### config.mk
export PLATFORM = sky130hd
export DESIGN_NAME = finder_pattern_run_ratio_check
export DESIGN_NICKNAME = d
export VERILOG_FILES = /design/src/design/fprc_pkg.sv /design/src/design/finder_pattern_run_ratio_check.sv /design/src/design/fprc_run_close.sv /design/src/design/fprc_run_tracker.sv /design/src/design/fprc_ratio_check.sv
export SDC_FILE = /design/constraint.sdc
export NUM_CORES = 2
export LEC_CHECK = 0
export BUFFER_PORTS_ARGS = -buffer_cell sky130_fd_sc_hd__buf_2
export CAP_MARGIN = 10
export CORE_MARGIN = 2
export CORE_UTILIZATION = 31
export DETAILED_ROUTE_END_ITERATION = 12
export GPL_TIMING_DRIVEN = 0
export PLACE_DENSITY = 0.51
export SLEW_MARGIN = 20
export SYNTH_ARGS = -nofsm -noshare
export SYNTH_HDL_FRONTEND = slang
export SYNTH_SLANG_ARGS = --single-unit
### constraint.sdc
create_clock -name clk_i -period 8.92 [get_ports clk_i]
set_input_delay 0.892 -clock clk_i [delete_from_list [all_inputs] [get_ports clk_i]]
set_output_delay 0.892 -clock clk_i [all_outputs]
set_load 0.03 [all_outputs]
### src/design/fprc_pkg.sv
package fprc_pkg;

  // Ratio register width and scale (one third of longest, in hundredths).
  localparam int unsigned RatioW     = 10;
  localparam int unsigned RatioScale = 300;
  localparam int unsigned MinRuns    = 5;

  // Config register indexes.
  localparam int unsigned  CfgAddrW = 1;
  localparam logic [0:0]   RegLow   = 1'b0;
  localparam logic [0:0]   RegHigh  = 1'b1;

  localparam logic [RatioW-1:0] LowReset  = 10'd40;
  localparam logic [RatioW-1:0] HighReset = 10'd225;

  typedef enum logic [1:0] {
    StOk    = 2'd0,
    StFew   = 2'd1,
    StEdge  = 2'd2,
    StRatio = 2'd3
  } fprc_status_e;

  // Structural verdict flags of a finished row.
  typedef struct packed {
    logic few_runs;
    logic at_edge;
  } fprc_flags_t;

endpackage

### src/design/finder_pattern_run_ratio_check.sv
// Finder pattern 1:1:3:1:1 run ratio check on one scan row. Pixels stream in
// one per clock (tdata = pixel byte, tlast marks the last pixel of the row);
// a nonzero byte is white, zero is black. The row is run-length coded on the
// fly and the first longest run is tracked with two runs on each side. Each
// row end yields exactly one verdict on the master side: tdata[0] is
// pattern_ok, tdata[2:1] the status (0 ok, 1 fewer than five runs, 2 longest
// run at the edge, 3 a neighbour run outside the ratio window). A neighbour
// passes when 300*run lies strictly between low*longest and high*longest,
// the bounds being in hundredths of one third of the longest run. Run lengths
// and the run count saturate at MaxWidth. Throughput is one pixel per cycle,
// including back-to-back row ends, while the master side takes verdicts; a
// verdict passes the summary, product and result registers in order. These
// three registers buffer up to three verdicts, so a stalled master side holds
// the slave side only once all three are full. Ratio registers are written
// over the cfg port (index 0 low, 1 high) by the user only while the block is
// idle, which the block does not enforce; cfg_ready_o is always high.
module finder_pattern_run_ratio_check #(
  parameter int unsigned MaxWidth = 2048
) (
  input  logic                                 clk_i,
  input  logic                                 rst_ni,
  // slave side
  input  logic                                 s_axis_tvalid_i,
  output logic                                 s_axis_tready_o,
  input  logic [7:0]                           s_axis_tdata_i,  // [7:0] pixel
  input  logic                                 s_axis_tlast_i,  // row_end
  // master side
  output logic                                 m_axis_tvalid_o,
  input  logic                                 m_axis_tready_i,
  output logic [7:0]                           m_axis_tdata_o,  // [0] pattern_ok, [2:1] status
  // config write
  input  logic                                 cfg_valid_i,
  output logic                                 cfg_ready_o,
  input  logic [fprc_pkg::CfgAddrW-1:0]        cfg_addr_i,
  input  logic [fprc_pkg::RatioW-1:0]          cfg_data_i
);

  localparam int unsigned RunW = $clog2(MaxWidth + 1);

  logic [fprc_pkg::RatioW-1:0]  low_q, high_q;
  logic                         accept, snap_valid, snap_take;
  fprc_pkg::fprc_flags_t        snap_flags;
  logic [RunW-1:0]              snap_longest;
  logic [3:0][RunW-1:0]         snap_win;
  logic                         pattern_ok;
  fprc_pkg::fprc_status_e       status;

  // ratio registers
  assign cfg_ready_o = 1'b1;

  always_ff @(posedge clk_i or negedge rst_ni) begin
    if (!rst_ni) begin
      low_q  <= fprc_pkg::LowReset;
      high_q <= fprc_pkg::HighReset;
    end else if (cfg_valid_i) begin
      case (cfg_addr_i)
        fprc_pkg::RegLow:  low_q  <= cfg_data_i;
        fprc_pkg::RegHigh: high_q <= cfg_data_i;
        default: ;
      endcase
    end
  end

  assign accept = s_axis_tvalid_i && s_axis_tready_o;

  // run-length coding, longest-run window, row summary register
  fprc_run_tracker #(.MaxWidth(MaxWidth)) u_tracker (
    .clk_i          (clk_i),
    .rst_ni         (rst_ni),
    .accept_i       (accept),
    .pixel_i        (s_axis_tdata_i),
    .row_end_i      (s_axis_tlast_i),
    .snap_take_i    (snap_take),
    .in_ready_o     (s_axis_tready_o),
    .snap_valid_o   (snap_valid),
    .snap_flags_o   (snap_flags),
    .snap_longest_o (snap_longest),
    .snap_win_o     (snap_win)
  );

  // cross-multiplied ratio test and result register
  fprc_ratio_check #(.MaxWidth(MaxWidth)) u_check (
    .clk_i          (clk_i),
    .rst_ni         (rst_ni),
    .low_i          (low_q),
    .high_i         (high_q),
    .snap_valid_i   (snap_valid),
    .snap_flags_i   (snap_flags),
    .snap_longest_i (snap_longest),
    .snap_win_i     (snap_win),
    .snap_take_o    (snap_take),
    .res_ready_i    (m_axis_tready_i),
    .res_valid_o    (m_axis_tvalid_o),
    .pattern_ok_o   (pattern_ok),
    .status_o       (status)
  );

  assign m_axis_tdata_o = {5'b0, status, pattern_ok};

endmodule

### src/design/fprc_run_close.sv
// Closes one run: updates longest run, its window, the run count and the run history.
module fprc_run_close #(
  parameter int unsigned MaxWidth = 2048,
  localparam int unsigned RunW = $clog2(MaxWidth + 1)
) (
  input  logic [RunW-1:0]       seen_i,
  input  logic [1:0][RunW-1:0]  prev_i,
  input  logic [RunW-1:0]       longest_i,
  input  logic                  lead_i,
  input  logic [3:0][RunW-1:0]  win_i,
  input  logic [1:0]            fill_i,
  input  logic [RunW-1:0]       len_i,
  output logic [RunW-1:0]       seen_o,
  output logic [1:0][RunW-1:0]  prev_o,
  output logic [RunW-1:0]       longest_o,
  output logic                  lead_o,
  output logic [3:0][RunW-1:0]  win_o,
  output logic [1:0]            fill_o
);

  localparam logic [RunW-1:0] MaxRun = RunW'(MaxWidth);

  logic take_new;

  assign take_new = (seen_i == '0) || (len_i > longest_i);

  always_comb begin
    longest_o = longest_i;
    lead_o    = lead_i;
    win_o     = win_i;
    fill_o    = fill_i;
    if (take_new) begin
      longest_o = len_i;
      lead_o    = (seen_i >= RunW'(2));
      win_o[0]  = prev_i[0];
      win_o[1]  = prev_i[1];
      win_o[2]  = '0;
      win_o[3]  = '0;
      fill_o    = '0;
    end else if (fill_i < 2'd2) begin
      if (fill_i[0]) begin
        win_o[3] = len_i;
      end else begin
        win_o[2] = len_i;
      end
      fill_o = fill_i + 2'd1;
    end
    prev_o[0] = prev_i[1];
    prev_o[1] = len_i;
    seen_o    = (seen_i < MaxRun) ? seen_i + RunW'(1) : seen_i;
  end

endmodule

### src/design/fprc_run_tracker.sv
// Run-length coder for one row; snapshots the row summary at row end.
module fprc_run_tracker #(
  parameter int unsigned MaxWidth = 2048,
  localparam int unsigned RunW = $clog2(MaxWidth + 1)
) (
  input  logic                      clk_i,
  input  logic                      rst_ni,
  input  logic                      accept_i,
  input  logic [7:0]                pixel_i,
  input  logic                      row_end_i,
  input  logic                      snap_take_i,
  output logic                      in_ready_o,
  output logic                      snap_valid_o,
  output fprc_pkg::fprc_flags_t     snap_flags_o,
  output logic [RunW-1:0]           snap_longest_o,
  output logic [3:0][RunW-1:0]      snap_win_o
);

  localparam logic [RunW-1:0] MaxRun = RunW'(MaxWidth);

  logic                     last_q;
  logic [RunW-1:0]          cur_q, seen_q, longest_q;
  logic [1:0][RunW-1:0]     prev_q;
  logic                     lead_q;
  logic [3:0][RunW-1:0]     win_q;
  logic [1:0]               fill_q;
  logic                     snap_valid_q;

  logic                     colour, close_a;
  logic [RunW-1:0]          cur_d;

  // after first close (colour change)
  logic [RunW-1:0]          seen_a, longest_a, seen_s, longest_s;
  logic [1:0][RunW-1:0]     prev_a, prev_s;
  logic                     lead_a, lead_s;
  logic [3:0][RunW-1:0]     win_a, win_s;
  logic [1:0]               fill_a, fill_s;

  // after row-end close
  logic [RunW-1:0]          seen_b, longest_b;
  logic [1:0][RunW-1:0]     prev_b;
  logic                     lead_b;
  logic [3:0][RunW-1:0]     win_b;
  logic [1:0]               fill_b;

  assign colour  = |pixel_i;
  assign close_a = (cur_q != '0) && (colour != last_q);

  always_comb begin
    if (cur_q == '0 || close_a) begin
      cur_d = RunW'(1);
    end else if (cur_q < MaxRun) begin
      cur_d = cur_q + RunW'(1);
    end else begin
      cur_d = cur_q;
    end
  end

  fprc_run_close #(.MaxWidth(MaxWidth)) u_close_a (
    .seen_i(seen_q), .prev_i(prev_q), .longest_i(longest_q), .lead_i(lead_q),
    .win_i(win_q), .fill_i(fill_q), .len_i(cur_q),
    .seen_o(seen_a), .prev_o(prev_a), .longest_o(longest_a), .lead_o(lead_a),
    .win_o(win_a), .fill_o(fill_a)
  );

  assign seen_s    = close_a ? seen_a    : seen_q;
  assign prev_s    = close_a ? prev_a    : prev_q;
  assign longest_s = close_a ? longest_a : longest_q;
  assign lead_s    = close_a ? lead_a    : lead_q;
  assign win_s     = close_a ? win_a     : win_q;
  assign fill_s    = close_a ? fill_a    : fill_q;

  fprc_run_close #(.MaxWidth(MaxWidth)) u_close_b (
    .seen_i(seen_s), .prev_i(prev_s), .longest_i(longest_s), .lead_i(lead_s),
    .win_i(win_s), .fill_i(fill_s), .len_i(cur_d),
    .seen_o(seen_b), .prev_o(prev_b), .longest_o(longest_b), .lead_o(lead_b),
    .win_o(win_b), .fill_o(fill_b)
  );

  assign in_ready_o = !snap_valid_q || snap_take_i;

  always_ff @(posedge clk_i or negedge rst_ni) begin
    if (!rst_ni) begin
      last_q    <= 1'b0;
      cur_q     <= '0;
      seen_q    <= '0;
      prev_q    <= '0;
      longest_q <= '0;
      lead_q    <= 1'b0;
      win_q     <= '0;
      fill_q    <= '0;
    end else if (accept_i) begin
      if (row_end_i) begin
        last_q    <= 1'b0;
        cur_q     <= '0;
        seen_q    <= '0;
        prev_q    <= '0;
        longest_q <= '0;
        lead_q    <= 1'b0;
        win_q     <= '0;
        fill_q    <= '0;
      end else begin
        last_q    <= colour;
        cur_q     <= cur_d;
        seen_q    <= seen_s;
        prev_q    <= prev_s;
        longest_q <= longest_s;
        lead_q    <= lead_s;
        win_q     <= win_s;
        fill_q    <= fill_s;
      end
    end
  end

  always_ff @(posedge clk_i or negedge rst_ni) begin
    if (!rst_ni) begin
      snap_valid_q <= 1'b0;
    end else if (accept_i && row_end_i) begin
      snap_valid_q <= 1'b1;
    end else if (snap_take_i) begin
      snap_valid_q <= 1'b0;
    end
  end

  // summary payload, no reset
  always_ff @(posedge clk_i) begin
    if (accept_i && row_end_i) begin
      snap_flags_o.few_runs <= (seen_b < RunW'(fprc_pkg::MinRuns));
      snap_flags_o.at_edge  <= !lead_b || (fill_b != 2'd2);
      snap_longest_o        <= longest_b;
      snap_win_o            <= win_b;
    end
  end

  assign snap_valid_o = snap_valid_q;

endmodule

### src/design/fprc_ratio_check.sv
// Two-stage verdict: products, then compares into the result register.
module fprc_ratio_check #(
  parameter int unsigned MaxWidth = 2048,
  localparam int unsigned RunW = $clog2(MaxWidth + 1)
) (
  input  logic                               clk_i,
  input  logic                               rst_ni,
  input  logic [fprc_pkg::RatioW-1:0]        low_i,
  input  logic [fprc_pkg::RatioW-1:0]        high_i,
  input  logic                               snap_valid_i,
  input  fprc_pkg::fprc_flags_t              snap_flags_i,
  input  logic [RunW-1:0]                    snap_longest_i,
  input  logic [3:0][RunW-1:0]               snap_win_i,
  output logic                               snap_take_o,
  input  logic                               res_ready_i,
  output logic                               res_valid_o,
  output logic                               pattern_ok_o,
  output fprc_pkg::fprc_status_e             status_o
);

  localparam int unsigned PW = fprc_pkg::RatioW + RunW;
  localparam logic [PW-1:0] Scale = PW'(fprc_pkg::RatioScale);

  logic                    v2_q, res_valid_q;
  fprc_pkg::fprc_flags_t   flags_q;
  logic [PW-1:0]           lo_q, hi_q;
  logic [3:0][PW-1:0]      sc_q;
  logic                    out_free, v2_free, ratio_bad;
  fprc_pkg::fprc_status_e  status_d;

  assign out_free    = !res_valid_q || res_ready_i;
  assign v2_free     = !v2_q || out_free;
  assign snap_take_o = snap_valid_i && v2_free;

  always_ff @(posedge clk_i or negedge rst_ni) begin
    if (!rst_ni) begin
      v2_q        <= 1'b0;
      res_valid_q <= 1'b0;
    end else begin
      if (v2_free) begin
        v2_q <= snap_valid_i;
      end
      if (out_free) begin
        res_valid_q <= v2_q;
      end
    end
  end

  always_ff @(posedge clk_i) begin
    if (snap_take_o) begin
      flags_q <= snap_flags_i;
      lo_q    <= PW'(low_i) * PW'(snap_longest_i);
      hi_q    <= PW'(high_i) * PW'(snap_longest_i);
      for (int k = 0; k < 4; k++) begin
        sc_q[k] <= PW'(snap_win_i[k]) * Scale;
      end
    end
  end

  always_comb begin
    ratio_bad = 1'b0;
    for (int k = 0; k < 4; k++) begin
      ratio_bad = ratio_bad || !((sc_q[k] > lo_q) && (sc_q[k] < hi_q));
    end
    if (flags_q.few_runs) begin
      status_d = fprc_pkg::StFew;
    end else if (flags_q.at_edge) begin
      status_d = fprc_pkg::StEdge;
    end else if (ratio_bad) begin
      status_d = fprc_pkg::StRatio;
    end else begin
      status_d = fprc_pkg::StOk;
    end
  end

  always_ff @(posedge clk_i) begin
    if (v2_q && out_free) begin
      status_o     <= status_d;
      pattern_ok_o <= (status_d == fprc_pkg::StOk);
    end
  end

  assign res_valid_o = res_valid_q;

endmodule

==> results.txt <==
Status = complete, no violations
Slew Limit Fails = 0
PortBufs = 28
Layout net count = 3986
Most frequent cells after synthesis = 495 x ha_1, 491 x inv_1, 241 x nand2_1, 216 x fa_1, 187 x edfxtp_1
Share of layout cells above drive strength 1 = 5.699%
Ys Warns = 0
Io pins = 36
Iteration-0 DRC count of the detailed router = 1452
Routed vias/inst = 4.891
Final min period = 6746 ps
Post-synth top area share = 19.65%
DP Area = 33480 µm²
Crit Path Max Fanout = 10
P_leak = 0.01638 µW
Antenna viol nets, final = 0
Clock-pin transition on the worst setup and hold timing paths = 60 ps
Setup_tns = 0 ps
CTS resizes = 0
Async SR Flop Fraction = 41.93%
Setup violators final = 0
DRC = 0
Total gr overflow = 0
Crit end category = flip-flop
Startpoint type of the worst setup path = flip-flop
Wire per inst = 18.46 µm
Design Area, Final = 34760 µm²
Cell taking the most area after synthesis = ha_1
Vias in the first global route = 22800
Normalized max-slew margin = 31.91%
Peak VDD IR = 198.5 µV
P&R area growth vs syn = 10.31%
Slew @ Worst Pin = 1008 ps
Syn Inst Count = 3173
TritonCTS buffer count = 39
First-pass GRT wire length = 134800 µm
Root buf cell = clkbuf_16
Sink Count = 322
Row count = 116
Worst min-delay path category = in -> async
1st-pass router iterations = 5
RePlAce Congestion = 0.8528
Place WS = 2098 ps
CTS tree = built
Die area = 104200 µm²
Fmax = 0.1482 GHz
Avg Inst Size Synth = 9.932 µm²
Vias = 22690
Seq/Total Area, Yosys = 28.56%
Final WS setup = 2174 ps
DPL Wire Length = 67440 µm
Cell variety after synth = 90
Worst Setup Path Type = reg -> reg
Max Clock Skew = 52.86 ps
CP Data Arrival Time = 7030 ps
Synth Flop Type = edfxtp_1
Reg2reg path depth = 19
Initial Util = 31.38%
Pwr per Cell Area = 251.3 nW/µm²
Post-CTS setup buffer count = 0
Part of the cycle the worst path needs = 75.63%
RSZ-0062 raised after global routing = no
Worst skew pair latency = 600 ps
Tot GR Track Use = 16.65%
Max_cap viols = 0
Initial antenna violation count = 2
Clock buffer depth = 3
Count leader, synth = ha_1
Post-Syn Area = 31510 µm²
Core area = 100400 µm²
Die Y = 322.8 µm
DIE WIDTH = 322.8 µm
CTS Hold Bufs = 0
WL final = 85640 µm
Clock H-tree levels = 2
Worst EP required = 9210 ps
Top cells by area, synth = ha_1 20%, edfxtp_1 18%, fa_1 14%
Largest net degree at the start of global routing = 85
Final hold violations = 0
Yosys reg bits = 322
Number of synthesized flops with an enable pin = 187
[cells in the final DEF (no fill, tap or decap), drive strengths merged, types with 17 or more instances in the layout]
master,instances
a211oi,18
a21o,66
a21oi,98
a22o,28
a22oi,75
a31oi,19
and2,123
buf,72
clkbuf,142
dfrtp,129
edfxtp,187
fa,216
ha,495
inv,494
mux2,20
mux2i,64
nand2,241
nand3,46
nand4,43
nor2,145
nor2b,20
nor3,41
o211ai,35
o21a,25
o21ai,105
o22ai,40
o31ai,17
xnor2,69
xor2,31
[flip-flops by register name (all words and copies together), names as in the netlist, 10 cells and up]
name / cells
u_tracker.longest_q: 12
low_q: 10
u_tracker.cur_q: 12
high_q: 10
u_tracker.seen_q: 12
u_check.lo_q: 22
u_tracker.prev_q: 24
u_check.hi_q: 22
u_tracker.snap_longest_o: 12
u_tracker.snap_win_o: 48
u_tracker.win_q: 48
u_check.sc_q: 76
[routing by layer]
| metal | routed length [µm] | GRT usage (%) |
|---|---|---|
| met4 | 1828 | 3.824 |
| met1 | 40840 | 23.41 |
| met3 | 2773 | 1.647 |
| met5 | 0 | 0 |
| met2 | 40200 | 27.57 |
[worst max-delay path: stages (launching register included)]
cell,delay (ps)
edfxtp_1,390
clkbuf_1,670
nand2_1,180
fa_1,570
inv_1,60
fa_1,500
inv_1,50
fa_1,480
inv_1,60
fa_1,530
inv_1,70
fa_1,530
inv_1,40
ha_1,230
o41ai_1,670
o211ai_1,260
o41a_1,370
a41o_1,270
o41ai_1,330
xnor2_1,210
[per-stage QoR]
stage,hold slack (ps),instances,power [µW],utilization [%]
after floorplan,400.3,3177,5823,-
after global placement,406.9,4562,7139,33.22
after detailed placement,413.4,4566,7157,33.34
after CTS,201.4,4638,8856,34.61
after global routing,226.8,4638,9522,34.61
final,212.8,4639,8736,34.61
[cell type report]
| type | instances | area, µm² |
|---|---|---|
| plain buffers | 128 | 593.1 |
| flip-flops and latches | 322 | 9001 |
| diodes | 1 | 2.502 |
| clock buffers | 54 | 1072 |
| repair buffers | 32 | 252.7 |
| well taps | 1357 | 1698 |
| clock inverters | 18 | 202.7 |
| multi-input cells | 2236 | 20090 |
| inverters | 491 | 1846 |
| fillers | 10310 | 65680 |
[final timing paths]
check | slack (ps) | from | endpoint
min in group clk_i | 450 | u_tracker.snap_flags_o[0] | u_check.flags_q[0]
worst max register to register | 2170 | u_tracker.snap_longest_o[5] | u_check.lo_q[20]
worst max-delay path | 2170 | u_tracker.snap_longest_o[5] | u_check.lo_q[20]
worst min-delay path | 210 | rst_ni | high_q[9]
worst min register to register | 450 | u_tracker.snap_flags_o[0] | u_check.flags_q[0]
max in group asynchronous | 7830 | rst_ni | u_tracker.prev_q[15]
[report_power, final]
part / leakage, µW / switching [µW] / internal, µW
sequential: 0.00359 / 142 / 1980
clock: 0.000611 / 701 / 914
combinational: 0.0122 / 2920 / 2070
total: 0.0164 / 3770 / 4970
[kinds of logic after synthesis]
logic type	count (synthesis)	synth area share, %
multiplexers	84	2.748
AO/OA/AOI/OAI	592	13.06
other	2	0.02383
flip-flops	322	28.56
adder cells (fa/ha/maj)	711	33.38
XOR/XNOR	100	2.827
buffers and inverters	619	7.730
AND/OR/NAND/NOR	743	11.68
(Power assumes the default switching activity.)
